$ cat config.mk
export PLATFORM = sky130hd
export DESIGN_NAME = pcapng_block_deframer_unit
export DESIGN_NICKNAME = d
export VERILOG_FILES = /design/src/rtl/core/pbd_pkg.sv /design/src/rtl/core/pbd_parser.sv /design/src/rtl/core/pbd_out_fifo.sv /design/src/rtl/core/pcapng_block_deframer_unit.sv
export SDC_FILE = /design/constraint.sdc
export NUM_CORES = 2
export LEC_CHECK = 0
export BUFFER_PORTS_ARGS = -buffer_cell sky130_fd_sc_hd__buf_2
export CAP_MARGIN = 25
export CORE_ASPECT_RATIO = 0.5
export CORE_MARGIN = 8
export CORE_UTILIZATION = 44
export CTS_CLUSTER_DIAMETER = 80
export DETAILED_ROUTE_END_ITERATION = 12
export HOLD_SLACK_MARGIN = 0.03
export SYNTH_ARGS = -nofsm -noshare
export SYNTH_HDL_FRONTEND = slang
export SYNTH_SLANG_ARGS = --single-unit
$ cat constraint.sdc
create_clock -name clk_i -period 11.35 [get_ports clk_i]
set_input_delay 1.135 -clock clk_i [delete_from_list [all_inputs] [get_ports clk_i]]
set_output_delay 1.135 -clock clk_i [all_outputs]
set_load 0.02 [all_outputs]
$ cat src/rtl/core/pbd_pkg.sv
package pbd_pkg;

  localparam logic [31:0] SHB_MAGIC = 32'h0a0d0d0a;
  localparam logic [31:0] BO_MAGIC  = 32'h1a2b3c4d;
  localparam logic [31:0] BT_IDB    = 32'd1;
  localparam logic [31:0] BT_EPB    = 32'd6;
  localparam logic [15:0] LINK_BT   = 16'd201;
  localparam logic [15:0] OPT_TSRES = 16'd9;
  localparam logic [31:0] MIN_CAP   = 32'd14;

  localparam logic [1:0] KIND_DESC   = 2'd0;
  localparam logic [1:0] KIND_BYTE   = 2'd1;
  localparam logic [1:0] KIND_FINISH = 2'd2;

  localparam logic [2:0] ST_OK        = 3'd0;
  localparam logic [2:0] ST_BAD_MAGIC = 3'd1;
  localparam logic [2:0] ST_BAD_LEN   = 3'd2;
  localparam logic [2:0] ST_BAD_CAP   = 3'd3;
  localparam logic [2:0] ST_TOO_LARGE = 3'd4;

  typedef struct packed {
    logic [1:0]  kind;
    logic [31:0] interface_id;
    logic [15:0] link_type;
    logic [15:0] captured_length;
    logic [63:0] timestamp;
    logic [7:0]  time_resolution;
    logic [7:0]  payload_byte;
    logic        last_byte;
    logic [2:0]  status;
    logic        bt_link;
  } item_t;

  typedef struct packed {
    logic  v0;
    logic  v1;
    item_t i0;
    item_t i1;
  } push_t;

  function automatic logic [31:0] swap32(input logic [31:0] w);
    return {w[7:0], w[15:8], w[23:16], w[31:24]};
  endfunction

  function automatic logic [31:0] rd32(input logic be, input logic [31:0] w);
    return be ? swap32(w) : w;
  endfunction

  function automatic logic [15:0] rd16lo(input logic be, input logic [31:0] w);
    return be ? {w[7:0], w[15:8]} : w[15:0];
  endfunction

  function automatic logic [15:0] rd16hi(input logic be, input logic [31:0] w);
    return be ? {w[23:16], w[31:24]} : w[31:16];
  endfunction

endpackage

$ cat src/rtl/core/pbd_parser.sv
module pbd_parser import pbd_pkg::*; #(
  parameter int MAX_BLOCK      = 65536,
  parameter int MAX_INTERFACES = 8
) (
  input  logic        clk_i,
  input  logic        rst_ni,
  input  logic [31:0] total_len_i,
  input  logic        acc_i,
  input  logic [7:0]  byte_i,
  output push_t       push_o
);

  localparam int IW = (MAX_INTERFACES > 1) ? $clog2(MAX_INTERFACES) : 1;
  localparam int CW = $clog2(MAX_INTERFACES + 1);
  localparam logic [CW-1:0] CNT_MAX = CW'(MAX_INTERFACES);

  logic [15:0] link_mem [MAX_INTERFACES];
  logic [7:0]  res_mem  [MAX_INTERFACES];

  logic [31:0] fo_q, fo_d, blen_q, blen_d, btype_q, btype_d, ws_q, ws_d;
  logic [16:0] boff_q, boff_d, onext_q, onext_d;
  logic [15:0] ocode_q, ocode_d, olen_q, olen_d, plink_q, plink_d, plen_q, plen_d;
  logic        be_q, be_d, odone_q, odone_d, bt_q, bt_d, fin_q, fin_d;
  logic [7:0]  pres_q, pres_d;
  logic [CW-1:0] cnt_q, cnt_d;
  logic [31:0] pif_q, pif_d;
  logic [63:0] ptime_q, ptime_d;

  logic          lk_we, lk_re, lk_hit_d, lk_hit_q, rs_we;
  logic [IW-1:0] lk_waddr, lk_raddr, rs_waddr;
  logic [15:0]   lk_wdata, lk_rdata_q;
  logic [7:0]    rs_wdata, res0_q;

  always_ff @(posedge clk_i) begin
    if (lk_we) link_mem[lk_waddr] <= lk_wdata;
    if (lk_re) lk_rdata_q <= link_mem[lk_raddr];
    if (rs_we) res_mem[rs_waddr] <= rs_wdata;
    res0_q <= res_mem[IW'(0)];
  end

  always_comb begin
    logic        stop, pk_v, pk_last, fi_v, be_n;
    logic [2:0]  fst;
    logic [7:0]  pk_b;
    logic [1:0]  pk_kind;
    logic [16:0] off;
    logic [32:0] endpos;
    logic [31:0] w, len, ty, room, code32;
    logic [15:0] code, lt;
    logic [33:0] fend;
    item_t       pit, fit;

    stop = 1'b0; pk_v = 1'b0; pk_last = 1'b0; fi_v = 1'b0; fst = ST_OK;
    pk_b = '0; pk_kind = KIND_DESC;
    fo_d = fo_q; blen_d = blen_q; btype_d = btype_q; ws_d = ws_q; boff_d = boff_q;
    onext_d = onext_q; ocode_d = ocode_q; olen_d = olen_q; plink_d = plink_q;
    plen_d = plen_q; be_d = be_q; odone_d = odone_q; bt_d = bt_q; fin_d = fin_q;
    pres_d = pres_q; cnt_d = cnt_q; pif_d = pif_q; ptime_d = ptime_q;
    lk_we = 1'b0; lk_re = 1'b0; lk_hit_d = 1'b0; rs_we = 1'b0;
    lk_waddr = cnt_q[IW-1:0]; rs_waddr = cnt_q[IW-1:0]; lk_raddr = '0;
    lk_wdata = '0; rs_wdata = pres_q;
    off = boff_q; w = {byte_i, ws_q[31:8]}; be_n = be_q;
    len = blen_q; ty = btype_q; room = '0; code = '0; lt = '0; code32 = '0;
    endpos = '0; fend = '0;

    if (lk_hit_q) plink_d = lk_rdata_q;

    if (acc_i && !fin_q) begin
      ws_d = w;
      if (fo_q == 32'd3 && w != SHB_MAGIC) begin
        fi_v = 1'b1; fst = ST_BAD_MAGIC; stop = 1'b1;
      end
      if (!stop && off == 17'd3) btype_d = w;
      if (!stop && off == 17'd7) blen_d = w;
      if (!stop && off == 17'd11) begin
        if (fo_q == 32'd11) begin
          if (w == BO_MAGIC) be_n = 1'b0;
          else if (swap32(w) == BO_MAGIC) be_n = 1'b1;
          else begin
            fi_v = 1'b1; fst = ST_BAD_MAGIC; stop = 1'b1;
          end
          if (!stop) begin
            be_d = be_n;
            if (total_len_i <= 32'd12) begin
              fi_v = 1'b1; fst = ST_OK; stop = 1'b1;
            end
          end
        end
        if (!stop) begin
          ty = rd32(be_n, btype_q);
          len = rd32(be_n, blen_q);
          btype_d = ty; blen_d = len;
          endpos = {1'b0, fo_q - 32'd11} + {1'b0, len};
          if (len < 32'd12 || endpos > {1'b0, total_len_i}) begin
            fi_v = 1'b1; fst = ST_BAD_LEN; stop = 1'b1;
          end else if (len > 32'(MAX_BLOCK)) begin
            fi_v = 1'b1; fst = ST_TOO_LARGE; stop = 1'b1;
          end else if (ty == SHB_MAGIC) begin
            cnt_d = '0;
          end else if (ty == BT_IDB) begin
            lt = rd16lo(be_n, w);
            if (lt == LINK_BT) bt_d = 1'b1;
            lk_we = (cnt_q < CNT_MAX);
            lk_wdata = lt;
            pres_d = '0; onext_d = 17'd16; ocode_d = '0; olen_d = '0; odone_d = 1'b0;
          end else if (ty == BT_EPB) begin
            if (len < 32'd32) begin
              fi_v = 1'b1; fst = ST_BAD_CAP; stop = 1'b1;
            end else begin
              pif_d = rd32(be_n, w);
              plink_d = '0;
              lk_re = 1'b1;
              lk_hit_d = (pif_d < 32'(cnt_q));
              lk_raddr = pif_d[IW-1:0];
            end
          end
        end
      end

      if (!stop && off > 17'd11 && ty == BT_IDB && !odone_q) begin
        if (ocode_q == OPT_TSRES) begin
          if ({1'b0, off} == {1'b0, onext_q} + 18'd4) begin
            pres_d = byte_i; odone_d = 1'b1;
          end
        end else if ({1'b0, off} == {1'b0, onext_q} + 18'd3) begin
          if (32'(onext_q) >= len - 32'd4) begin
            odone_d = 1'b1;
          end else begin
            code = rd16lo(be_n, w);
            olen_d = rd16hi(be_n, w);
            code32 = 32'(onext_q) + 32'd4 + 32'(olen_d);
            if (code32 > len || code == '0) odone_d = 1'b1;
            else if (code == OPT_TSRES) ocode_d = OPT_TSRES;
            else onext_d = 17'((code32 + 32'd3) & ~32'd3);
          end
        end
      end

      if (!stop && off > 17'd11 && ty == BT_EPB) begin
        if (off == 17'd15) begin
          ptime_d = {rd32(be_n, w), 32'd0};
        end else if (off == 17'd19) begin
          ptime_d = {ptime_q[63:32], rd32(be_n, w)};
        end else if (off == 17'd23) begin
          code32 = rd32(be_n, w);
          room = len - 32'd32;
          if ((plink_q == LINK_BT) ? (code32 > room)
                                   : (code32 < MIN_CAP || code32 > room)) begin
            fi_v = 1'b1; fst = ST_BAD_CAP; stop = 1'b1;
          end else begin
            plen_d = code32[15:0];
            pk_v = 1'b1; pk_kind = KIND_DESC;
          end
        end else if (off >= 17'd28 && {1'b0, off} < 18'd28 + {2'b0, plen_q}) begin
          pk_v = 1'b1; pk_kind = KIND_BYTE; pk_b = byte_i;
          pk_last = ({1'b0, off} == 18'd27 + {2'b0, plen_q});
        end
      end

      if (!stop) begin
        fo_d = fo_q + 32'd1;
        if (off >= 17'd11 && 32'(off) == len - 32'd1) begin
          if (ty == BT_IDB && cnt_q < CNT_MAX) begin
            rs_we = 1'b1;
            rs_wdata = pres_d;
            cnt_d = cnt_q + CW'(1);
          end
          boff_d = '0;
          fend = {2'b0, fo_d} + 34'd12;
          if (fend >= {2'b0, total_len_i}) begin
            fi_v = 1'b1; fst = ST_OK;
          end
        end else begin
          boff_d = boff_q + 17'd1;
        end
      end
      if (fi_v) fin_d = 1'b1;
    end

    pit.kind = pk_kind;
    pit.interface_id = pif_d;
    pit.link_type = plink_q;
    pit.captured_length = plen_d;
    pit.timestamp = ptime_q;
    pit.time_resolution = (cnt_q != '0) ? res0_q : 8'd0;
    pit.payload_byte = pk_b;
    pit.last_byte = pk_last;
    pit.status = ST_OK;
    pit.bt_link = 1'b0;

    fit = '0;
    fit.kind = KIND_FINISH;
    fit.status = fst;
    fit.bt_link = bt_d;

    push_o.v0 = pk_v | fi_v;
    push_o.v1 = pk_v & fi_v;
    push_o.i0 = pk_v ? pit : fit;
    push_o.i1 = fit;
  end

  always_ff @(posedge clk_i or negedge rst_ni) begin
    if (!rst_ni) begin
      fo_q <= '0; blen_q <= '0; btype_q <= '0; ws_q <= '0; boff_q <= '0;
      onext_q <= 17'd16; ocode_q <= '0; olen_q <= '0; plink_q <= '0; plen_q <= '0;
      be_q <= 1'b0; odone_q <= 1'b0; bt_q <= 1'b0; fin_q <= 1'b0; pres_q <= '0;
      cnt_q <= '0; pif_q <= '0; ptime_q <= '0; lk_hit_q <= 1'b0;
    end else begin
      fo_q <= fo_d; blen_q <= blen_d; btype_q <= btype_d; ws_q <= ws_d; boff_q <= boff_d;
      onext_q <= onext_d; ocode_q <= ocode_d; olen_q <= olen_d; plink_q <= plink_d;
      plen_q <= plen_d; be_q <= be_d; odone_q <= odone_d; bt_q <= bt_d; fin_q <= fin_d;
      pres_q <= pres_d; cnt_q <= cnt_d; pif_q <= pif_d; ptime_q <= ptime_d;
      lk_hit_q <= lk_hit_d;
    end
  end

endmodule

$ cat src/rtl/core/pbd_out_fifo.sv
module pbd_out_fifo import pbd_pkg::*; (
  input  logic  clk_i,
  input  logic  rst_ni,
  input  push_t push_i,
  output logic  space_o,
  output logic  valid_o,
  input  logic  ready_i,
  output item_t item_o
);

  item_t      buf_q [4];
  logic [1:0] wp_q, wp_d, rp_q, rp_d;
  logic [2:0] cnt_q, cnt_d;
  logic       pop;

  assign space_o = (cnt_q <= 3'd2);
  assign valid_o = (cnt_q != 3'd0);
  assign item_o  = buf_q[rp_q];
  assign pop     = valid_o & ready_i;

  always_comb begin
    wp_d  = wp_q + {1'b0, push_i.v0} + {1'b0, push_i.v1};
    rp_d  = rp_q + {1'b0, pop};
    cnt_d = cnt_q + {2'b0, push_i.v0} + {2'b0, push_i.v1} - {2'b0, pop};
  end

  always_ff @(posedge clk_i) begin
    if (push_i.v0) buf_q[wp_q] <= push_i.i0;
    if (push_i.v1) buf_q[wp_q + 2'd1] <= push_i.i1;
  end

  always_ff @(posedge clk_i or negedge rst_ni) begin
    if (!rst_ni) begin
      wp_q <= '0; rp_q <= '0; cnt_q <= '0;
    end else begin
      wp_q <= wp_d; rp_q <= rp_d; cnt_q <= cnt_d;
    end
  end

endmodule

$ cat src/rtl/core/pcapng_block_deframer_unit.sv
// pcapng deframer: takes one capture-file byte per cycle and emits packet
// descriptors, payload bytes and one finish record. A byte is taken every
// cycle while the four-entry output queue has room for two records; the
// interface link-type and resolution tables sit in synchronous
// memories, the link lookup for a packet completes during its header.
// After the finish record further bytes are taken and dropped until reset.
module pcapng_block_deframer_unit import pbd_pkg::*; #(
  parameter int MAX_BLOCK      = 65536,
  parameter int MAX_INTERFACES = 8
) (
  input  logic         clk_i,
  input  logic         rst_ni,
  input  logic         cfg_we_i,
  input  logic [31:0]  cfg_wdata_i,
  input  logic         s_axis_tvalid,
  output logic         s_axis_tready,
  input  logic [7:0]   s_axis_tdata,   // data_byte
  output logic         m_axis_tvalid,
  input  logic         m_axis_tready,
  // interface_id, link_type, captured_length, timestamp, time_resolution,
  // payload_byte, status, bt_link
  output logic [151:0] m_axis_tdata,
  output logic         m_axis_tlast,   // last_byte
  output logic [1:0]   m_axis_tuser    // kind
);

  logic [31:0] total_len_q;
  push_t       push;
  item_t       it;

  always_ff @(posedge clk_i or negedge rst_ni) begin
    if (!rst_ni) total_len_q <= '0;
    else if (cfg_we_i) total_len_q <= cfg_wdata_i;
  end

  pbd_parser #(
    .MAX_BLOCK(MAX_BLOCK),
    .MAX_INTERFACES(MAX_INTERFACES)
  ) u_parser (
    .clk_i, .rst_ni,
    .total_len_i(total_len_q),
    .acc_i(s_axis_tvalid & s_axis_tready),
    .byte_i(s_axis_tdata),
    .push_o(push)
  );

  pbd_out_fifo u_fifo (
    .clk_i, .rst_ni,
    .push_i(push),
    .space_o(s_axis_tready),
    .valid_o(m_axis_tvalid),
    .ready_i(m_axis_tready),
    .item_o(it)
  );

  assign m_axis_tdata = {4'd0, it.bt_link, it.status, it.payload_byte, it.time_resolution,
                         it.timestamp, it.captured_length, it.link_type, it.interface_id};
  assign m_axis_tlast = it.last_byte;
  assign m_axis_tuser = it.kind;

endmodule

Yosys cells after proc, flatten, opt, wreduce, memory -nomap -nowiden
Memories as Yosys holds them, arrays and structs flattened. A register that Yosys moved wholly into a read port is not among the register bits.
Index checks and enable logic that the tools add are counted.
{ "classes": {"shift": 0, "n_reduce_logical": 28, "n_lt_le_gt_ge": 17, "n_addsub": 23, "n_div": 0, "eq_ne": 24, "multipliers": 0, "n_mux": 272, "bitwise_logic": 6} }
{ "ops": {"columns": ["operator", "n"], "rows": [
  ["two-way mux 32 bit", 26],
  ["two-way mux 16 bit", 38],
  ["two-way mux 17 bit", 13],
  ["two-way mux 8 bit", 20],
  ["two-way mux 151 bit", 1],
  ["two-way mux 1 bit", 125],
  ["two-way mux 3 bit", 35],
  ["== test 32 x 1 -> 1 bit, second input constant", 2],
  ["== test 32 x 29 -> 1 bit, second input constant", 2],
  ["== test 32 x 3 -> 1 bit, second input constant", 2],
  ["> comparator 32 bit", 2],
  ["< comparator 32 x 4 -> 1 bit, second input constant", 2],
  ["two-way mux 64 bit", 1],
  ["== test 17 x 18 -> 1 bit", 3],
  ["adder 17 x 3 -> 18 bit, second input constant", 2],
  ["adder 5 x 16 -> 17 bit, first input constant", 2],
  ["== test 17 x 4 -> 1 bit, second input constant", 2],
  ["== test 17 x 5 -> 1 bit, second input constant", 2],
  ["greater-or-equal comparator 34 x 32 -> 1 bit", 1],
  ["adder 32 x 32 -> 33 bit", 1],
  ["adder 32 x 4 -> 33 bit, second input constant", 1],
  ["> comparator 33 x 32 -> 1 bit", 1],
  ["adder 32 x 1 -> 32 bit, second input constant", 1],
  ["== test 16 x 4 -> 1 bit, second input constant", 2],
  ["47 further kinds", 83]
]} }
{ "totals": {"out_inout_bits": 157, "mem_count": 3, "register_bits": 362, "latchBits": 0, "romBits": 0, "mem_bits_rw": 796, "in_bits": 45} }
{ "mem_list": {"columns": ["memory", "depth", "word_bits", "read_ports", "rd_ports_with_merged_regs", "write_ports", "line_no", "rtl"], "rows": [
  ["u_fifo.buf_q", 4, 151, 1, 0, 2, "pbd_out_fifo.sv:11", "item_t buf_q [4];"],
  ["u_parser.link_mem", 8, 16, 1, 1, 1, "pbd_parser.sv:17", "logic [15:0] link_mem [MAX_INTERFACES];"],
  ["u_parser.res_mem", 8, 8, 1, 1, 1, "pbd_parser.sv:18", "logic [7:0] res_mem [MAX_INTERFACES];"]
]} }

Depth between registers and ports, before layout
{ "logic_depth": {"ltp_word": 34, "depth_mapped": 48, "depth_no_buf": 40} }

Hierarchy
From an unflattened synthesis, not the netlist that was laid out.
{ "unflattened": {"hier_cells": 6041, "area_unflattened_um2": 67686.2} }
{ "by_module_without_submodules": {"columns": ["module", "area_per_inst_um2", "seq_area_each_um2", "n_inst", "cells_each"], "rows": [
  ["pbd_parser", 36986.7, 12608.3, 1, 4472],
  ["pbd_out_fifo", 29314.4, 18312.6, 1, 1495],
  ["pcapng_block_deframer_unit", 1385.1, 800.8, 1, 74]
]} }

Least setup slack after synthesis
Ideal clock, no wire load.
{ "synth_timing": {"path_kind": "in2reg", "from": "in s_axis_tdata[0]", "to": "mem u_parser.link_mem[0][0] (enable)", "path_buffers": 8, "arrival_time_ps": 11471, "required_ps": 10914, "setup_ps": 436, "cell_stages": 41, "path_slack_ps": -558, "cell_sequence": "or3_1 -> nor4_1 -> nand4_1 -> o211a_1 -> nor2_4 -> buf_4 -> buf_4 -> buf_4 -> clkbuf_1 -> buf_1 -> clkbuf_1 -> mux2i_1 -> inv_1 -> ha_1 -> a21o_1 -> a21oi_1 -> o21bai_1 -> a211o_1 -> [... 5 more ...] -> and4_1 -> a2111oi_0 -> nor2_1 -> a221oi_1 -> xnor2_1 -> ha_1 -> nand4_1 -> nor2_1 -> and3_1 -> nand3_1 -> and3_1 -> a31oi_1 -> nand2_1 -> nand4b_1 -> or3_1 -> clkbuf_1 -> clkbuf_1 -> nor4b_1"} }
{ "synth_via": {"elab_chain_cells": 18} }
{ "synth_rtl": {"columns": ["element", "line_no", "rtl"], "rows": [
  ["start, declared", "pcapng_block_deframer_unit.sv:17", "input logic [7:0] s_axis_tdata,"],
  ["branches (longest 14 deep; another with adder 32 x 32 -> 33 bit)", null, null],
  ["two-way mux 1 bit (*)", "pbd_parser.sv:75", "if (!stop && off == 17'd11) begin"],
  ["two-way mux 1 bit (*)", "pbd_parser.sv:68", "if (acc_i && !fin_q) begin"],
  ["two-way mux 1 bit (*)", "pbd_parser.sv:35", "if (lk_we) link_mem[lk_waddr] <= lk_wdata;"],
  ["two-way mux 1 bit (implied by the code) (*)", "pbd_parser.sv:35", null],
  ["end, declared", "pbd_parser.sv:17", null]
]} }
Mark *: on every way between the ends. The select of a mux whose other input is x is not followed.

==> summary.md <==
| Metric | Value |
|---|---|
| Yosys warns | 0 |
| Number of clock sinks | 1118 |
| Worst endpoint data arrival time | 11200 ps |
| Number of synthesized flops with an enable pin | 168 |
| Critical path buffer and inverter count | 4 |
| Total I/O pin count | 202 |
| Setup repair after global routing missed its margin | no |
| Slack of the worst reg-to-reg path | 720 ps |
| Nets@finish | 7010 |
| DP Area | 64010 sq um |
| Die area | 150300 sq um |
| Post-synth top area cell | dfxtp_1 |
| Pre-antenna DRT Iters | 6 |
| Average wire per cell in the routed design | 27.79 microns |
| Mapped Cells | around 6.7k |
| Largest stage delay on the critical path | 580 ps |
| CP startpoint | u_parser.fo_q[0] |
| Critical R2R Launch | u_parser.fo_q[0] |
| Outcome | complete, no violations |
| Critical path's slowest cell | or4_1 |
| Cell occurring most often along the worst timing path | a21o_1 |
| Mean number of vias per cell | 6.271 |
| Latest clock arrival within the worst-skew pair | 720 ps |
| Floorplan die height | 278.2 microns |
| Post-synthesis share of cell area spent on xor and xnor gates | 0.04540 |
| Number of clock buffers inserted by TritonCTS | 101 |
| Initial Util | 0.4421 |
| Count of maximum capacitance violations | 0 |
| Global-route wire length before repair | 351.7 mm |
| Top area cells in the synthesized netlist | dfxtp_1 20%, dfrtp_1 15%, edfxtp_1 8.3%, nand2_1 6.4%, mux4_2 6.2% |
| Worst hold slack | 339.9 ps |
| GRT Overall Usage | 0.3047 |
| Post-synthesis share of cell area spent on and, or, nand and nor gates | 0.1728 |
| Final Hold Vio Count | 0 |
| Initial drt markers | 6527 |
| Async set-or-reset flop fraction in the synthesized netlist | 0.3166 |
| Max-slew headroom | 0.2394 |
| Number of antenna violations at the first check in global routing | 8 |
| Worst Clk Skew | 65.39 ps |
| Row cnt | 96 |
| Worst-path clk slew | 70 ps |
| Capturing element of the worst setup path | u_fifo.buf_q[3][139] |
| Pre-CTS worst setup slack | -357.8 ps |
| PnR worst setup slack | 717.1 ps |
| Category of the most critical setup path | reg -> reg |
| Kind of launch point of the worst setup path | flop |
| Arithmetic-cell share of the synthesized area counting full adders, half adders and majority gates | 0.05001 |
| Summed area of non-filler cells in the final layout | 67600 sq um |
| TritonCTS clock tree | done |
| Post-layout min period | 10630 ps |
| Setup_tns | 0 ps |
| Layout area overhead | 11.75% |
| Fraction of final layout cells with drive strength greater than 1 | 0.1265 |
| Summed instance area of the synthesized netlist | 60490 sq um |
| Number of different library cells in the post-synthesis netlist | just over 100 |
| Combinational family with the most area after synthesis | compound AO/OA/AOI/OAI gates |
| Highest clock rate | 94.05 MHz |
| Cell chosen for the clock root | clkbuf_16 |
| Register bit count reported by yosys | around 1.1k |
| Horizontal die dimension | 540.4 microns |
| Primary FF master, synth | dfxtp_1 |
| Final antenna-violating net count | 0 |
| Top Family by Delay on Critical Path | simple AND/OR/NAND/NOR gates |
| Share of synthesized area spent on multiplexers | 0.07306 |
| Largest fanout of any net on the critical path | 47 |
| Worst hold path depth | 0 |
| Top cell type's share of synthesized area | 0.1972 |
| Slew of the pin with the lowest slew margin | 1131 ps |
| Ratio of final minimum period to clock period | 0.9368 |
| Via count of the first global-routing pass | around 52k |
| Via Count | about 54k |
| Worst-case clock buffer depth | 3 |
| Total detailed-routing wirelength | 239.9 mm |
| Remaining DRCs | 0 |
| Path category of the worst min-delay check | reg -> reg |
| Port bufs | ~200 |
| Peak VDD IR | around 0.12 mV |
| Depth of the most critical reg-to-reg path | 32 |
| Required time worst endpoint | 11920 ps |
| Compound-cell area share of the yosys netlist | 0.1741 |
| Instance count on the critical path | 32 |
| GRT Residual Overflow | 0 |
| Per-instance average area after synthesis | approximately 9.0 sq um |
| Endpoint type of the worst setup path | flop |
| Global placement routability congestion | 0.9620 |
| Power, Total | roughly 0.011 W |
| Static leakage | 28.91 nW |
| Half-perimeter wire length after detailed placement | ~170 mm |
| Final max-slew violation count | 0 |
| Critical register-to-register path endpoint | u_fifo.buf_q[3][139] |
| Largest net degree at the start of global routing | 107 |
| Area of the placeable core | 136800 sq um |
| Setup violation total in the final timing report | 0 |
| Ratio of total power to cell area | 163.5 nW/um^2 |
| # H-tree levels | 3 |
| Sequential area share after synthesis | 0.4271 |
[registers in the layout (all words and copies together), names as in the netlist, 8 cells and up]
name                 count
u_fifo.buf_q           604
u_parser.plen_q         16
u_parser.btype_q        32
u_parser.plink_q        16
u_parser.res0_q          8
u_parser.pres_q          8
u_parser.ptime_q        64
u_parser.onext_q        17
u_parser.boff_q         17
u_parser.ws_q           24
total_len_q             32
u_parser.res_mem         8
u_parser.blen_q         32
u_parser.lk_rdata_q     16
u_parser.fo_q           32
u_parser.pif_q          32
u_parser.link_mem      128
u_parser.ocode_q        16
[Yosys cell counts, types with 159 or more instances]
cell type	number
dfxtp_1	596
nor2_1	461
mux4_2	167
dfrtp_1	353
clkbuf_1	353
nand3_1	159
xnor2_1	193
a22o_1	211
a21oi_1	455
ha_1	233
edfxtp_1	168
inv_1	393
o21ai_0	316
nand2_1	1027
[cell families after synthesis]
| kind of cell | count (synthesis) |
|---|---|
| simple gates | 2282 |
| compound gates | 1625 |
| flops | 1118 |
| buf+inv | 886 |
| xor+xnor | 312 |
| fa+ha+maj | 239 |
| mux | 231 |
| other cells | 1 |
[report_power, final]
group / switching (W) / total [W] / leakage, nW / internal, W
registers: 0.000266 / 0.00438 / 10.6 / 0.00411
logic: 0.00199 / 0.00303 / 16.6 / 0.00104
clock network: 0.00164 / 0.00365 / 1.71 / 0.00201
[layer usage]
layer,vias up,GRT usage,part of all wire
met5,-,0,0.00014
met4,6,0.09825,0.035
met3,484,0.06906,0.11
met2,3017,0.4612,0.43
met1,26720,0.4316,0.42
li1,23900,-,-
[cells in the final DEF (no fill, tap or decap), types with 21 or more instances in the layout]
master     count
clkbuf_16    104
clkbuf_1      22
ha_1         232
o21a_1        32
nor2b_1       31
a31oi_1       44
nand3_1      158
a22oi_1       45
a21o_1        75
buf_2        196
mux2i_1       51
nand4_1       78
nand2_1     1024
o32ai_1       57
xnor2_1      193
mux4_2       167
a21oi_1      449
or2_2         21
buf_12        25
nor2_1       453
xor2_1       118
o31ai_1       75
and2_1        56
buf_4        193
dfxtp_1      596
or3_1         44
edfxtp_1     168
nor3_1       117
dfrtp_1      351
a22o_1       211
nor4_1        89
o21ai_0      315
inv_1        394
o22ai_1      118
nand2b_1      35
and3_1        45
[per-stage QoR]
stage / std cells / util
2_1_floorplan: 6697 / -
3_3_place_gp: 8429 / 0.4675
3_5_place_dp: 8433 / 0.4679
4_1_cts: 8624 / 0.4934
5_1_grt: 8629 / 0.4940
6_report: 8632 / 0.4941
[what timing repair did]
item                       in CTS  in global routing
resized for setup               0                  6
setup buffers                   0                  0
setup endpoints to repair       0                673
hold buffers                    0                  0
[cell type report]
class                           count  area, sq um
Fill cell                       12610        69210
Multi-Input combinational cell   4694        31470
Sequential cell                  1118        25840
Timing Repair Buffer              419         3030
Clock buffer                      145         2947
Tap cell                         1813         2268
Inverter                          393         1476
Clock inverter                     46        549.3
Antenna cell                        4        10.01
[worst min-delay path by stage]
stage / end / start
after floorplan: u_parser.res0_q[0] / u_parser.res_mem[0][0]
after global placement: u_parser.res0_q[1] / u_parser.res_mem[0][1]
after detailed placement: u_parser.res0_q[1] / u_parser.res_mem[0][1]
after CTS: u_parser.res0_q[1] / u_parser.res_mem[0][1]
after global routing: u_parser.res0_q[1] / u_parser.res_mem[0][1]
final: u_parser.res0_q[1] / u_parser.res_mem[0][1]
Power figures use the tool's default switching activity.
